==> src/hdl/dnsas_pkg.sv <==
package dnsas_pkg;

    localparam int MAX_PREF_NETS_DEF = 8;

    localparam int ADDR_W  = 64;
    localparam int FAM_W   = 2;
    localparam int CNT_CFG_W = 4;
    localparam int CFG_IDX_W = 3;
    localparam int CFG_W   = 64;
    localparam int IN_W    = 264;
    localparam int OUT_W   = 136;
    localparam int SCORE_W = 4;

    // address families
    localparam logic [FAM_W-1:0] FAM_NONE = 2'd0;
    localparam logic [FAM_W-1:0] FAM_V4   = 2'd1;
    localparam logic [FAM_W-1:0] FAM_V6   = 2'd2;

    // operations carried in tuser
    localparam logic OP_LOAD   = 1'b0;
    localparam logic OP_RECORD = 1'b1;

    // result status
    localparam logic [1:0] ST_NO_UPDATE   = 2'd0;
    localparam logic [1:0] ST_NO_ADDR     = 2'd1;
    localparam logic [1:0] ST_CUR_MISSING = 2'd2;

    // configuration register indexes
    localparam logic [CFG_IDX_W-1:0] CFG_FAMILY_PRIORITY   = 3'd0;
    localparam logic [CFG_IDX_W-1:0] CFG_ACCEPT_DUPLICATE  = 3'd1;
    localparam logic [CFG_IDX_W-1:0] CFG_PREF_NET_COUNT    = 3'd2;
    localparam logic [CFG_IDX_W-1:0] CFG_CURRENT_FAMILY    = 3'd3;
    localparam logic [CFG_IDX_W-1:0] CFG_CURRENT_ADDR_HIGH = 3'd4;
    localparam logic [CFG_IDX_W-1:0] CFG_CURRENT_ADDR_LOW  = 3'd5;

    localparam logic [SCORE_W-1:0] SCORE_MAX = 4'd15;

    typedef struct packed {
        logic [FAM_W-1:0]  family;
        logic [ADDR_W-1:0] addr_high;
        logic [ADDR_W-1:0] addr_low;
        logic [ADDR_W-1:0] mask_high;
        logic [ADDR_W-1:0] mask_low;
    } tbl_entry_t;

    typedef struct packed {
        logic       en;
        logic [2:0] idx;
        tbl_entry_t entry;
    } tbl_wr_t;

    typedef struct packed {
        logic              start;
        logic [FAM_W-1:0]  family;
        logic [ADDR_W-1:0] addr_high;
        logic [ADDR_W-1:0] addr_low;
    } match_req_t;

    typedef struct packed {
        logic done;
        logic hit;
    } match_rsp_t;

endpackage

==> src/hdl/dnsas_matcher.sv <==
module dnsas_matcher #(
    parameter int MAX_PREF_NETS = dnsas_pkg::MAX_PREF_NETS_DEF
) (
    input  logic                                clk,
    input  logic                                rst_n,
    input  dnsas_pkg::tbl_wr_t                  wr,
    input  dnsas_pkg::match_req_t               req,
    input  logic [dnsas_pkg::CNT_CFG_W-1:0]     net_count,
    output dnsas_pkg::match_rsp_t               rsp
);
    import dnsas_pkg::*;

    localparam int IDX_W = (MAX_PREF_NETS > 1) ? $clog2(MAX_PREF_NETS) : 1;
    localparam int CNT_W = $clog2(MAX_PREF_NETS + 1);

    tbl_entry_t mem [MAX_PREF_NETS];
    tbl_entry_t rd_data_reg;

    logic             busy_reg, busy_next;
    logic             rd_vld_reg, rd_vld_next;
    logic             hit_reg, hit_next;
    logic [CNT_W-1:0] iss_reg, iss_next;
    logic [CNT_W-1:0] n_reg, n_next;
    logic [CNT_W-1:0] n_lim;
    logic             rd_en;
    logic             done;
    logic             entry_hit;

    assign n_lim = (32'(net_count) > MAX_PREF_NETS) ? CNT_W'(MAX_PREF_NETS)
                                                     : CNT_W'(net_count);
    assign rd_en = busy_reg && (iss_reg != n_reg);
    assign done  = busy_reg && !rd_en && !rd_vld_reg;

    // masked compare against one table entry per cycle
    always_comb
    begin
        entry_hit = 1'b0;
        if (rd_data_reg.family == req.family)
        begin
            if (req.family == FAM_V4)
                entry_hit = ((req.addr_low[31:0] ^ rd_data_reg.addr_low[31:0])
                             & rd_data_reg.mask_low[31:0]) == 32'd0;
            else
                entry_hit = (((req.addr_high ^ rd_data_reg.addr_high) & rd_data_reg.mask_high)
                           | ((req.addr_low ^ rd_data_reg.addr_low) & rd_data_reg.mask_low))
                           == {ADDR_W{1'b0}};
        end
    end

    always_ff @(posedge clk)
    begin
        if (wr.en && (32'(wr.idx) < MAX_PREF_NETS))
            mem[IDX_W'(wr.idx)] <= wr.entry;
        if (rd_en)
            rd_data_reg <= mem[iss_reg[IDX_W-1:0]];
    end

    always_comb
    begin
        busy_next   = busy_reg;
        rd_vld_next = rd_vld_reg;
        hit_next    = hit_reg;
        iss_next    = iss_reg;
        n_next      = n_reg;
        if (req.start)
        begin
            busy_next   = 1'b1;
            rd_vld_next = 1'b0;
            hit_next    = 1'b0;
            iss_next    = '0;
            n_next      = n_lim;
        end
        else if (busy_reg)
        begin
            rd_vld_next = rd_en;
            if (rd_en)
                iss_next = iss_reg + CNT_W'(1);
            if (rd_vld_reg && entry_hit)
                hit_next = 1'b1;
            if (done)
                busy_next = 1'b0;
        end
    end

    always_ff @(posedge clk or negedge rst_n)
    begin
        if (!rst_n)
        begin
            busy_reg   <= 1'b0;
            rd_vld_reg <= 1'b0;
            hit_reg    <= 1'b0;
            iss_reg    <= '0;
            n_reg      <= '0;
        end
        else
        begin
            busy_reg   <= busy_next;
            rd_vld_reg <= rd_vld_next;
            hit_reg    <= hit_next;
            iss_reg    <= iss_next;
            n_reg      <= n_next;
        end
    end

    assign rsp.done = done;
    assign rsp.hit  = hit_reg;

endmodule

==> src/hdl/dns_answer_address_selector_top.sv <==
// Load word, dropped record or other type not ending a response: next word on the next cycle.
// Answer record: scan, then scoring, then final pick on the last record of a response
// unless it scores top; the scan covers the table entries in use (0 to MAX_PREF_NETS) and
// reads and compares one entry per cycle. Other type ending a response: final pick.
// One word is in work at a time; a finished result waits in the output register and stalls.
// Reset (rst_n, async, active low) clears sequencer, configuration, per-response state only.
module dns_answer_address_selector_top #(
    parameter int MAX_PREF_NETS = dnsas_pkg::MAX_PREF_NETS_DEF
) (
    input  logic                              clk,
    input  logic                              rst_n,
    input  logic                              s_axis_tvalid,
    output logic                              s_axis_tready,
    // record_type, addr_high, addr_low, in_use_elsewhere, net_index, net_family,
    // mask_high, mask_low
    input  logic [dnsas_pkg::IN_W-1:0]        s_axis_tdata,
    // operation
    input  logic                              s_axis_tuser,
    input  logic                              s_axis_tlast,
    output logic                              m_axis_tvalid,
    input  logic                              m_axis_tready,
    // status, chosen_family, chosen_addr_high, chosen_addr_low, rotate_first, zero pad
    output logic [dnsas_pkg::OUT_W-1:0]       m_axis_tdata,
    input  logic                              cfg_we,
    input  logic [dnsas_pkg::CFG_IDX_W-1:0]   cfg_index,
    input  logic [dnsas_pkg::CFG_W-1:0]       cfg_data
);
    import dnsas_pkg::*;

    typedef enum logic [3:0] {
        S_IDLE  = 4'b0001,
        S_SCAN  = 4'b0010,
        S_SCORE = 4'b0100,
        S_FIN   = 4'b1000
    } state_t;

    localparam int OUT_PAD = OUT_W - 133;

    state_t state_reg, state_next;

    // configuration
    logic [FAM_W-1:0]     fam_prio_reg;
    logic                 acc_dup_reg;
    logic [CNT_CFG_W-1:0] net_cnt_reg;
    logic [FAM_W-1:0]     cur_fam_reg;
    logic [ADDR_W-1:0]    cur_hi_reg;
    logic [ADDR_W-1:0]    cur_lo_reg;

    // current record
    logic [FAM_W-1:0]  type_reg;
    logic [ADDR_W-1:0] hi_reg;
    logic [ADDR_W-1:0] lo_reg;
    logic              used_reg;
    logic              last_reg;

    // per-response control
    logic best_vld_reg, best_vld_next;
    logic v4_vld_reg, v4_vld_next;
    logic have_v6_reg, have_v6_next;
    logic matched_reg, matched_next;
    logic done_reg, done_next;
    logic out_vld_reg, out_vld_next;

    // per-response payload
    logic [SCORE_W-1:0] best_score_reg, best_score_next;
    logic [31:0]        v4_reg, v4_next;
    logic [ADDR_W-1:0]  v6_hi_reg, v6_hi_next;
    logic [ADDR_W-1:0]  v6_lo_reg, v6_lo_next;
    logic [OUT_W-1:0]   out_data_reg, out_data_next;

    logic               accept;
    logic [FAM_W-1:0]   in_type;
    logic               in_scored;
    logic               out_free;
    logic               cur_hit;
    logic               skip;
    logic [SCORE_W-1:0] score;
    logic               better;
    logic               top_score;
    logic               pick_v4;
    logic [1:0]         fin_st;

    tbl_wr_t    tbl_wr;
    match_req_t mreq;
    match_rsp_t mrsp;

    assign s_axis_tready = (state_reg == S_IDLE);
    assign accept        = s_axis_tvalid && s_axis_tready;
    assign in_type       = s_axis_tdata[1:0];
    assign in_scored     = (in_type == FAM_V4) || (in_type == FAM_V6);
    assign out_free      = !out_vld_reg || m_axis_tready;

    assign tbl_wr.en              = accept && (s_axis_tuser == OP_LOAD);
    assign tbl_wr.idx             = s_axis_tdata[133:131];
    assign tbl_wr.entry.family    = s_axis_tdata[135:134];
    assign tbl_wr.entry.addr_high = s_axis_tdata[65:2];
    assign tbl_wr.entry.addr_low  = s_axis_tdata[129:66];
    assign tbl_wr.entry.mask_high = s_axis_tdata[199:136];
    assign tbl_wr.entry.mask_low  = s_axis_tdata[263:200];

    assign mreq.start     = accept && (s_axis_tuser == OP_RECORD) && !done_reg && in_scored;
    assign mreq.family    = type_reg;
    assign mreq.addr_high = hi_reg;
    assign mreq.addr_low  = lo_reg;

    dnsas_matcher #(
        .MAX_PREF_NETS(MAX_PREF_NETS)
    ) u_matcher (
        .clk      (clk),
        .rst_n    (rst_n),
        .wr       (tbl_wr),
        .req      (mreq),
        .net_count(net_cnt_reg),
        .rsp      (mrsp)
    );

    // score bits weigh 8 (family), 4 (network), 2 (free), 1 (current)
    always_comb
    begin
        cur_hit = 1'b0;
        if (type_reg == cur_fam_reg)
        begin
            if (type_reg == FAM_V4)
                cur_hit = lo_reg[31:0] == cur_lo_reg[31:0];
            else
                cur_hit = (hi_reg == cur_hi_reg) && (lo_reg == cur_lo_reg);
        end
    end

    assign skip      = used_reg && !acc_dup_reg;
    assign score     = {type_reg == fam_prio_reg, mrsp.hit, !used_reg, cur_hit};
    assign better    = !skip && (!best_vld_reg || (score > best_score_reg));
    assign top_score = better && (score == SCORE_MAX);
    assign pick_v4   = (fam_prio_reg == FAM_V4) ? v4_vld_reg : !have_v6_reg;
    assign fin_st    = matched_reg ? ST_NO_UPDATE : ST_CUR_MISSING;

    always_comb
    begin
        state_next      = state_reg;
        best_vld_next   = best_vld_reg;
        v4_vld_next     = v4_vld_reg;
        have_v6_next    = have_v6_reg;
        matched_next    = matched_reg;
        done_next       = done_reg;
        out_vld_next    = out_vld_reg && !m_axis_tready;
        best_score_next = best_score_reg;
        v4_next         = v4_reg;
        v6_hi_next      = v6_hi_reg;
        v6_lo_next      = v6_lo_reg;
        out_data_next   = out_data_reg;

        case (state_reg)
            S_IDLE:
            begin
                if (accept && (s_axis_tuser == OP_RECORD))
                begin
                    if (done_reg)
                    begin
                        // drop records until the response ends
                        if (s_axis_tlast)
                            done_next = 1'b0;
                    end
                    else if (in_scored)
                        state_next = S_SCAN;
                    else if (s_axis_tlast)
                        state_next = S_FIN;
                end
            end
            S_SCAN:
            begin
                if (mrsp.done)
                    state_next = S_SCORE;
            end
            S_SCORE:
            begin
                if (top_score)
                begin
                    // hold until the output register frees up
                    if (out_free)
                    begin
                        out_vld_next  = 1'b1;
                        out_data_next = {OUT_PAD'(0), 1'b0, {ADDR_W{1'b0}},
                                         {ADDR_W{1'b0}}, FAM_NONE, ST_NO_UPDATE};
                        best_vld_next = 1'b0;
                        v4_vld_next   = 1'b0;
                        have_v6_next  = 1'b0;
                        matched_next  = 1'b0;
                        done_next     = !last_reg;
                        state_next    = S_IDLE;
                    end
                end
                else
                begin
                    if (better)
                    begin
                        best_vld_next   = 1'b1;
                        best_score_next = score;
                        matched_next    = cur_hit;
                        if (type_reg == FAM_V4)
                        begin
                            v4_next     = lo_reg[31:0];
                            v4_vld_next = 1'b1;
                        end
                        else
                        begin
                            v6_hi_next   = hi_reg;
                            v6_lo_next   = lo_reg;
                            have_v6_next = 1'b1;
                        end
                    end
                    state_next = last_reg ? S_FIN : S_IDLE;
                end
            end
            S_FIN:
            begin
                if (out_free)
                begin
                    out_vld_next = 1'b1;
                    if (!v4_vld_reg && !have_v6_reg)
                        out_data_next = {OUT_PAD'(0), 1'b0, {ADDR_W{1'b0}},
                                         {ADDR_W{1'b0}}, FAM_NONE, ST_NO_ADDR};
                    else if (pick_v4)
                        out_data_next = {OUT_PAD'(0), !matched_reg, {32'd0, v4_reg},
                                         {ADDR_W{1'b0}}, FAM_V4, fin_st};
                    else
                        out_data_next = {OUT_PAD'(0), !matched_reg, v6_lo_reg,
                                         v6_hi_reg, FAM_V6, fin_st};
                    best_vld_next = 1'b0;
                    v4_vld_next   = 1'b0;
                    have_v6_next  = 1'b0;
                    matched_next  = 1'b0;
                    done_next     = 1'b0;
                    state_next    = S_IDLE;
                end
            end
            default:
            begin
                state_next = S_IDLE;
            end
        endcase
    end

    always_ff @(posedge clk or negedge rst_n)
    begin
        if (!rst_n)
        begin
            state_reg    <= S_IDLE;
            best_vld_reg <= 1'b0;
            v4_vld_reg   <= 1'b0;
            have_v6_reg  <= 1'b0;
            matched_reg  <= 1'b0;
            done_reg     <= 1'b0;
            out_vld_reg  <= 1'b0;
        end
        else
        begin
            state_reg    <= state_next;
            best_vld_reg <= best_vld_next;
            v4_vld_reg   <= v4_vld_next;
            have_v6_reg  <= have_v6_next;
            matched_reg  <= matched_next;
            done_reg     <= done_next;
            out_vld_reg  <= out_vld_next;
        end
    end

    always_ff @(posedge clk)
    begin
        best_score_reg <= best_score_next;
        v4_reg         <= v4_next;
        v6_hi_reg      <= v6_hi_next;
        v6_lo_reg      <= v6_lo_next;
        out_data_reg   <= out_data_next;
        if (accept)
        begin
            type_reg <= in_type;
            hi_reg   <= s_axis_tdata[65:2];
            // IPv4 uses only the low 32 bits
            lo_reg   <= (in_type == FAM_V4) ? {32'd0, s_axis_tdata[97:66]}
                                            : s_axis_tdata[129:66];
            used_reg <= s_axis_tdata[130];
            last_reg <= s_axis_tlast;
        end
    end

    always_ff @(posedge clk or negedge rst_n)
    begin
        if (!rst_n)
        begin
            fam_prio_reg <= FAM_NONE;
            acc_dup_reg  <= 1'b0;
            net_cnt_reg  <= '0;
            cur_fam_reg  <= FAM_NONE;
            cur_hi_reg   <= '0;
            cur_lo_reg   <= '0;
        end
        else if (cfg_we)
        begin
            case (cfg_index)
                CFG_FAMILY_PRIORITY:   fam_prio_reg <= cfg_data[FAM_W-1:0];
                CFG_ACCEPT_DUPLICATE:  acc_dup_reg  <= cfg_data[0];
                CFG_PREF_NET_COUNT:    net_cnt_reg  <= cfg_data[CNT_CFG_W-1:0];
                CFG_CURRENT_FAMILY:    cur_fam_reg  <= cfg_data[FAM_W-1:0];
                CFG_CURRENT_ADDR_HIGH: cur_hi_reg   <= cfg_data;
                CFG_CURRENT_ADDR_LOW:  cur_lo_reg   <= cfg_data;
                default:               ;
            endcase
        end
    end

    assign m_axis_tvalid = out_vld_reg;
    assign m_axis_tdata  = out_data_reg;

`ifndef SYNTHESIS
    a_scan_done_in_scan: assert property (@(posedge clk) disable iff (!rst_n)
        mrsp.done |-> (state_reg == S_SCAN))
        else $error("table scan finished outside the scan state");

    a_result_source: assert property (@(posedge clk) disable iff (!rst_n)
        $rose(out_vld_reg) |-> ($past(state_reg) == S_SCORE || $past(state_reg) == S_FIN))
        else $error("result raised outside scoring or final pick");

    a_top_score_stall: assert property (@(posedge clk) disable iff (!rst_n)
        (state_reg == S_SCORE && top_score && !out_free) |=> (state_reg == S_SCORE))
        else $error("top score left scoring while the output was full");

    a_fin_clears: assert property (@(posedge clk) disable iff (!rst_n)
        (state_reg == S_FIN && out_free) |=> (!best_vld_reg && !done_reg && out_vld_reg))
        else $error("response state not cleared after final pick");
`endif

endmodule
==> config.mk <==
export PLATFORM = sky130hd
export DESIGN_NAME = dns_answer_address_selector_top
export DESIGN_NICKNAME = d
export VERILOG_FILES = /design/src/hdl/dnsas_pkg.sv /design/src/hdl/dnsas_matcher.sv /design/src/hdl/dns_answer_address_selector_top.sv
export SDC_FILE = /design/constraint.sdc
export NUM_CORES = 2
export LEC_CHECK = 0
export BUFFER_PORTS_ARGS = -buffer_cell sky130_fd_sc_hd__buf_2
export CORE_MARGIN = 1
export CORE_UTILIZATION = 36
export CTS_CLUSTER_DIAMETER = 200
export DETAILED_ROUTE_END_ITERATION = 8
export SKIP_CTS_REPAIR_TIMING = 1
export SLEW_MARGIN = 20
export SYNTH_ARGS = -nofsm -noshare
export SYNTH_HDL_FRONTEND = slang
export SYNTH_HIERARCHICAL = 1
export SYNTH_SLANG_ARGS = --single-unit
export TNS_END_PERCENT = 20
==> constraint.sdc <==
create_clock -name clk -period 18.9 [get_ports clk]
set_input_delay 3.78 -clock clk [delete_from_list [all_inputs] [get_ports clk]]
set_output_delay 3.78 -clock clk [all_outputs]
set_load 0.05 [all_outputs]
==> impl_metrics.yaml <==
logic_synthesis:
  yosys.cell_count.top_type: "sky130_fd_sc_hd__edfxtp_1"
  syn-cell-area_um2: 110000
  post_synth_xor_area_fraction_pct: 2.15
  synth_enable_flop_cells: 2750
  post_synth_num_cell_types: 54
  synth_top_area_cell: "sky130_fd_sc_hd__edfxtp_1"
  synth_simple_gate_area_share_pct: 1.49
  main_combinational_cell_family_by_area_after_synthesis: "multiplexers"
  synth-compound-area-share_pct: 0.917
  synth_seq_area_share_pct: 78.9
  post_synth_most_frequent_cells: "sky130_fd_sc_hd__edfxtp_1, sky130_fd_sc_hd__mux2_2, sky130_fd_sc_hd__mux4_2"
  synth.top_cells.by_area: "sky130_fd_sc_hd__edfxtp_1, sky130_fd_sc_hd__mux4_2, sky130_fd_sc_hd__mux4_1, sky130_fd_sc_hd__mux2_2, sky130_fd_sc_hd__dfrtp_1"
  ys.warnings.count: 6
  yosys_most_used_dff: "sky130_fd_sc_hd__edfxtp_1"
  post-synth-top-area-fraction_pct: 75.3
  yosys_register_bits: 2908
  synthesized_instance_count: 4711
  synthArstFlopShare_pct: 5.43
  yosys.area_share.adder_pct: 0.0685
  syn-mean-instance-area_um2: 23.3
  synth_mux_area_share_pct: 15.3
grt:
  initial_antenna_violation_count: 180
  groute.layer.met1.usage_pct: 25.0
  global_route.usage.met3_pct: 5.29
  grt.total_usage_pct: 19.5
  overflow: 0
  gr-usage-met2_pct: 31.7
  first_global_vias: 51000
  grt_start_max_net_pins: 112
  first_pass_grt_wire_length_mm: 415
  grt_busiest_layer: "met2"
critical_path:
  end_kind: "register"
  cpMaxStageDelayCell: "sky130_fd_sc_hd__buf_4"
  path_common_cell: "sky130_fd_sc_hd__buf_4"
  critical_path_required_ns: 19.40
  timing.critical_path.fanout_max: 96
  critPathMaxStageDelay_ns: 0.83
  worstSetupPathType: "in -> reg"
  launching_instance_or_port_of_the_critical_path: "s_axis_tvalid"
  launching_element_type_of_the_critical_path: "input pin"
  family_with_the_most_delay_on_the_worst_path: "buffers and inverters"
  cp.buffers_inverters: 5
  crit_path_cell_trace: "buf_2 -> nand2_1 -> nor2_1 -> nand2b_1 -> nor2_4 -> buf_4 -> buf_4 -> buf_12 -> buf_4"
  crit_arrival_ns: 7.67
  r2r_slack_ns: 12.25
  r2r-start: "lo_reg[60]"
die:
  die_height_um: 554
  coreArea_um2: 303000
  std_cell_rows: 202
  starting_density_of_the_core_pct: 36.2
  dieArea_um2: 307000
  chip_width_um: 554
  pin_count: 476
placement:
  finalWeightedCongestion: 0.846
  post_place_setup_slack_ns: 10.87
  dp_cells: 9054
  place_hpwl_mm: 196
  port-buffer-count: 472
cts:
  clkTransAtPathRegs_ns: 0.06
  cts_buffers: 302
  tritoncts: "yes"
  cts-root-to-sink-buffers: 4
  cts-root-buf: "sky130_fd_sc_hd__clkbuf_16"
  clkLatencyLatePin_ns: 0.92
  clock-sinks: 2908
  htreeDepth: 5
power:
  power.internal_mw: 12.9
  static-leakage-power_nw: 41.4
  power_frac_clock_pct: 33.6
  power_switching_share_pct: 27.3
  sequential_share_of_power_pct: 46.0
  p_per_area_nw_per_um2: 140
  power_switching_mw: 4.86
  comb_power_share_pct: 20.4
  vdd_ir_drop_max_uv: 115
cells_and_area:
  layout.core_utilization_pct: 41.8
  post_route_cells_drive_above_1_share_pct: 30.9
  area_growth_syn_to_layout_pct: 15.6
  largest_reg_flops: 2064
  finish.cell_count_without_fillers: 9639
  nNetsFinal: 5725
worst_hold_path:
  hold_path.class: "reg -> reg"
  hold_start: "last_reg"
timing:
  fin_skew_ns: 0.0913
  timing.slew.headroom_pct: 11.7
  setup_viol: 0
  max_clock_freq_ghz: 0.139
  slew_violations: 0
  timing.hold.ws_ns: 0.478
  final_min_period_over_clock_period_pct: 38.0
  final.setup.worst_slack_ns: 11.73
  worst-slew-pin-transition_ns: 1.32
  grt_setup_unrepaired: "no"
  post-route-min-period_ns: 7.17
  report.final.hold_viol_count: 0
detailed_routing:
  route.detailed.drc: 0
  remaining_antenna_violation_count: 0
  number_of_drc_violations_after_detailed_routing_iteration_0: 4958
  routed-via-count: 51000
  route.detailed.vias_per_inst: 5.29
  average_wire_length_per_cell_after_detail_routing_um: 31.6
  drt_pass1_iterations: 5
  postRouteWirelength_mm: 304
status:
  status: "finished clean"
flow_run:
  max_cap_viol_count: 0
[through the flow]
step | area, µm² | TNS, ns | power [mW]
finish | 127000 | 0 | 17.8
global route | 127000 | 0 | 18.4
CTS | 127000 | 0 | 17.9
detailed placement | 117000 | 0 | 12.0
global placement | 117000 | 0 | 11.9
floorplan | 110000 | -976.82 | 10.7
[power by group through the flow]
stage | combinational (mW) | sequential (mW) | clock [mW]
3_3_place_gp | 3.63 | 8.31 | 0
4_1_cts | 3.66 | 8.19 | 6.08
6_report | 3.63 | 8.18 | 5.97
2_1_floorplan | 2.58 | 8.14 | 0
3_5_place_dp | 3.64 | 8.32 | 0
5_1_grt | 3.83 | 8.22 | 6.31
[placed cells by master (no fill, tap or decap), drive strengths merged, types with 25 or more instances in the layout]
master	count
a22o	35
xor2	166
edfxtp	2750
nor2	25
clkbuf	372
buf	552
mux4	516
bufinv	35
clkinv	110
a22oi	60
nand4	45
dfrtp	157
xnor2	103
diode	46
inv	30
and2	97
nor2b	38
mux2	395
[per-layer routing]
layer	part of all wire [%]	up-vias
li1	-	21000
met1	39	27300
met2	48	2038
met3	8.3	581
met4	3.7	88
met5	0.19	-
[cell families (layout without fill, tap and decap cells)]
kind of cell	after synthesis	count (layout)
buf+inv	204	1106
other cells	1	49
flops	2908	2908
mux	912	912
simple gates	280	280
compound gates	131	131
fa+ha+maj	6	6
xor+xnor	269	269
[cell type report]
| cell class | instances | area (µm²) |
|---|---|---|
| repair buffers | 553 | 3160 |
| multi-input cells | 1601 | 22000 |
| fillers | 26100 | 176000 |
| clock buffers | 371 | 7910 |
| diodes | 46 | 115 |
| clock inverters | 167 | 1970 |
| inverters | 15 | 61.3 |
| well taps | 3978 | 4980 |
| flip-flops and latches | 2908 | 86500 |
[final timing paths]
path                                              to  cells past startpoint
max in group asynchronous             cur_lo_reg[40]                      2
worst max register to register      m_axis_tdata[20]                     16
worst min-delay path                    state_reg[0]                      1
worst min register to register          state_reg[0]                      1
min in group asynchronous             cur_lo_reg[15]                      1
worst max-delay path            u_matcher/mem[3][90]                      9
No activity file was read; power rests on OpenSTA's default activity.
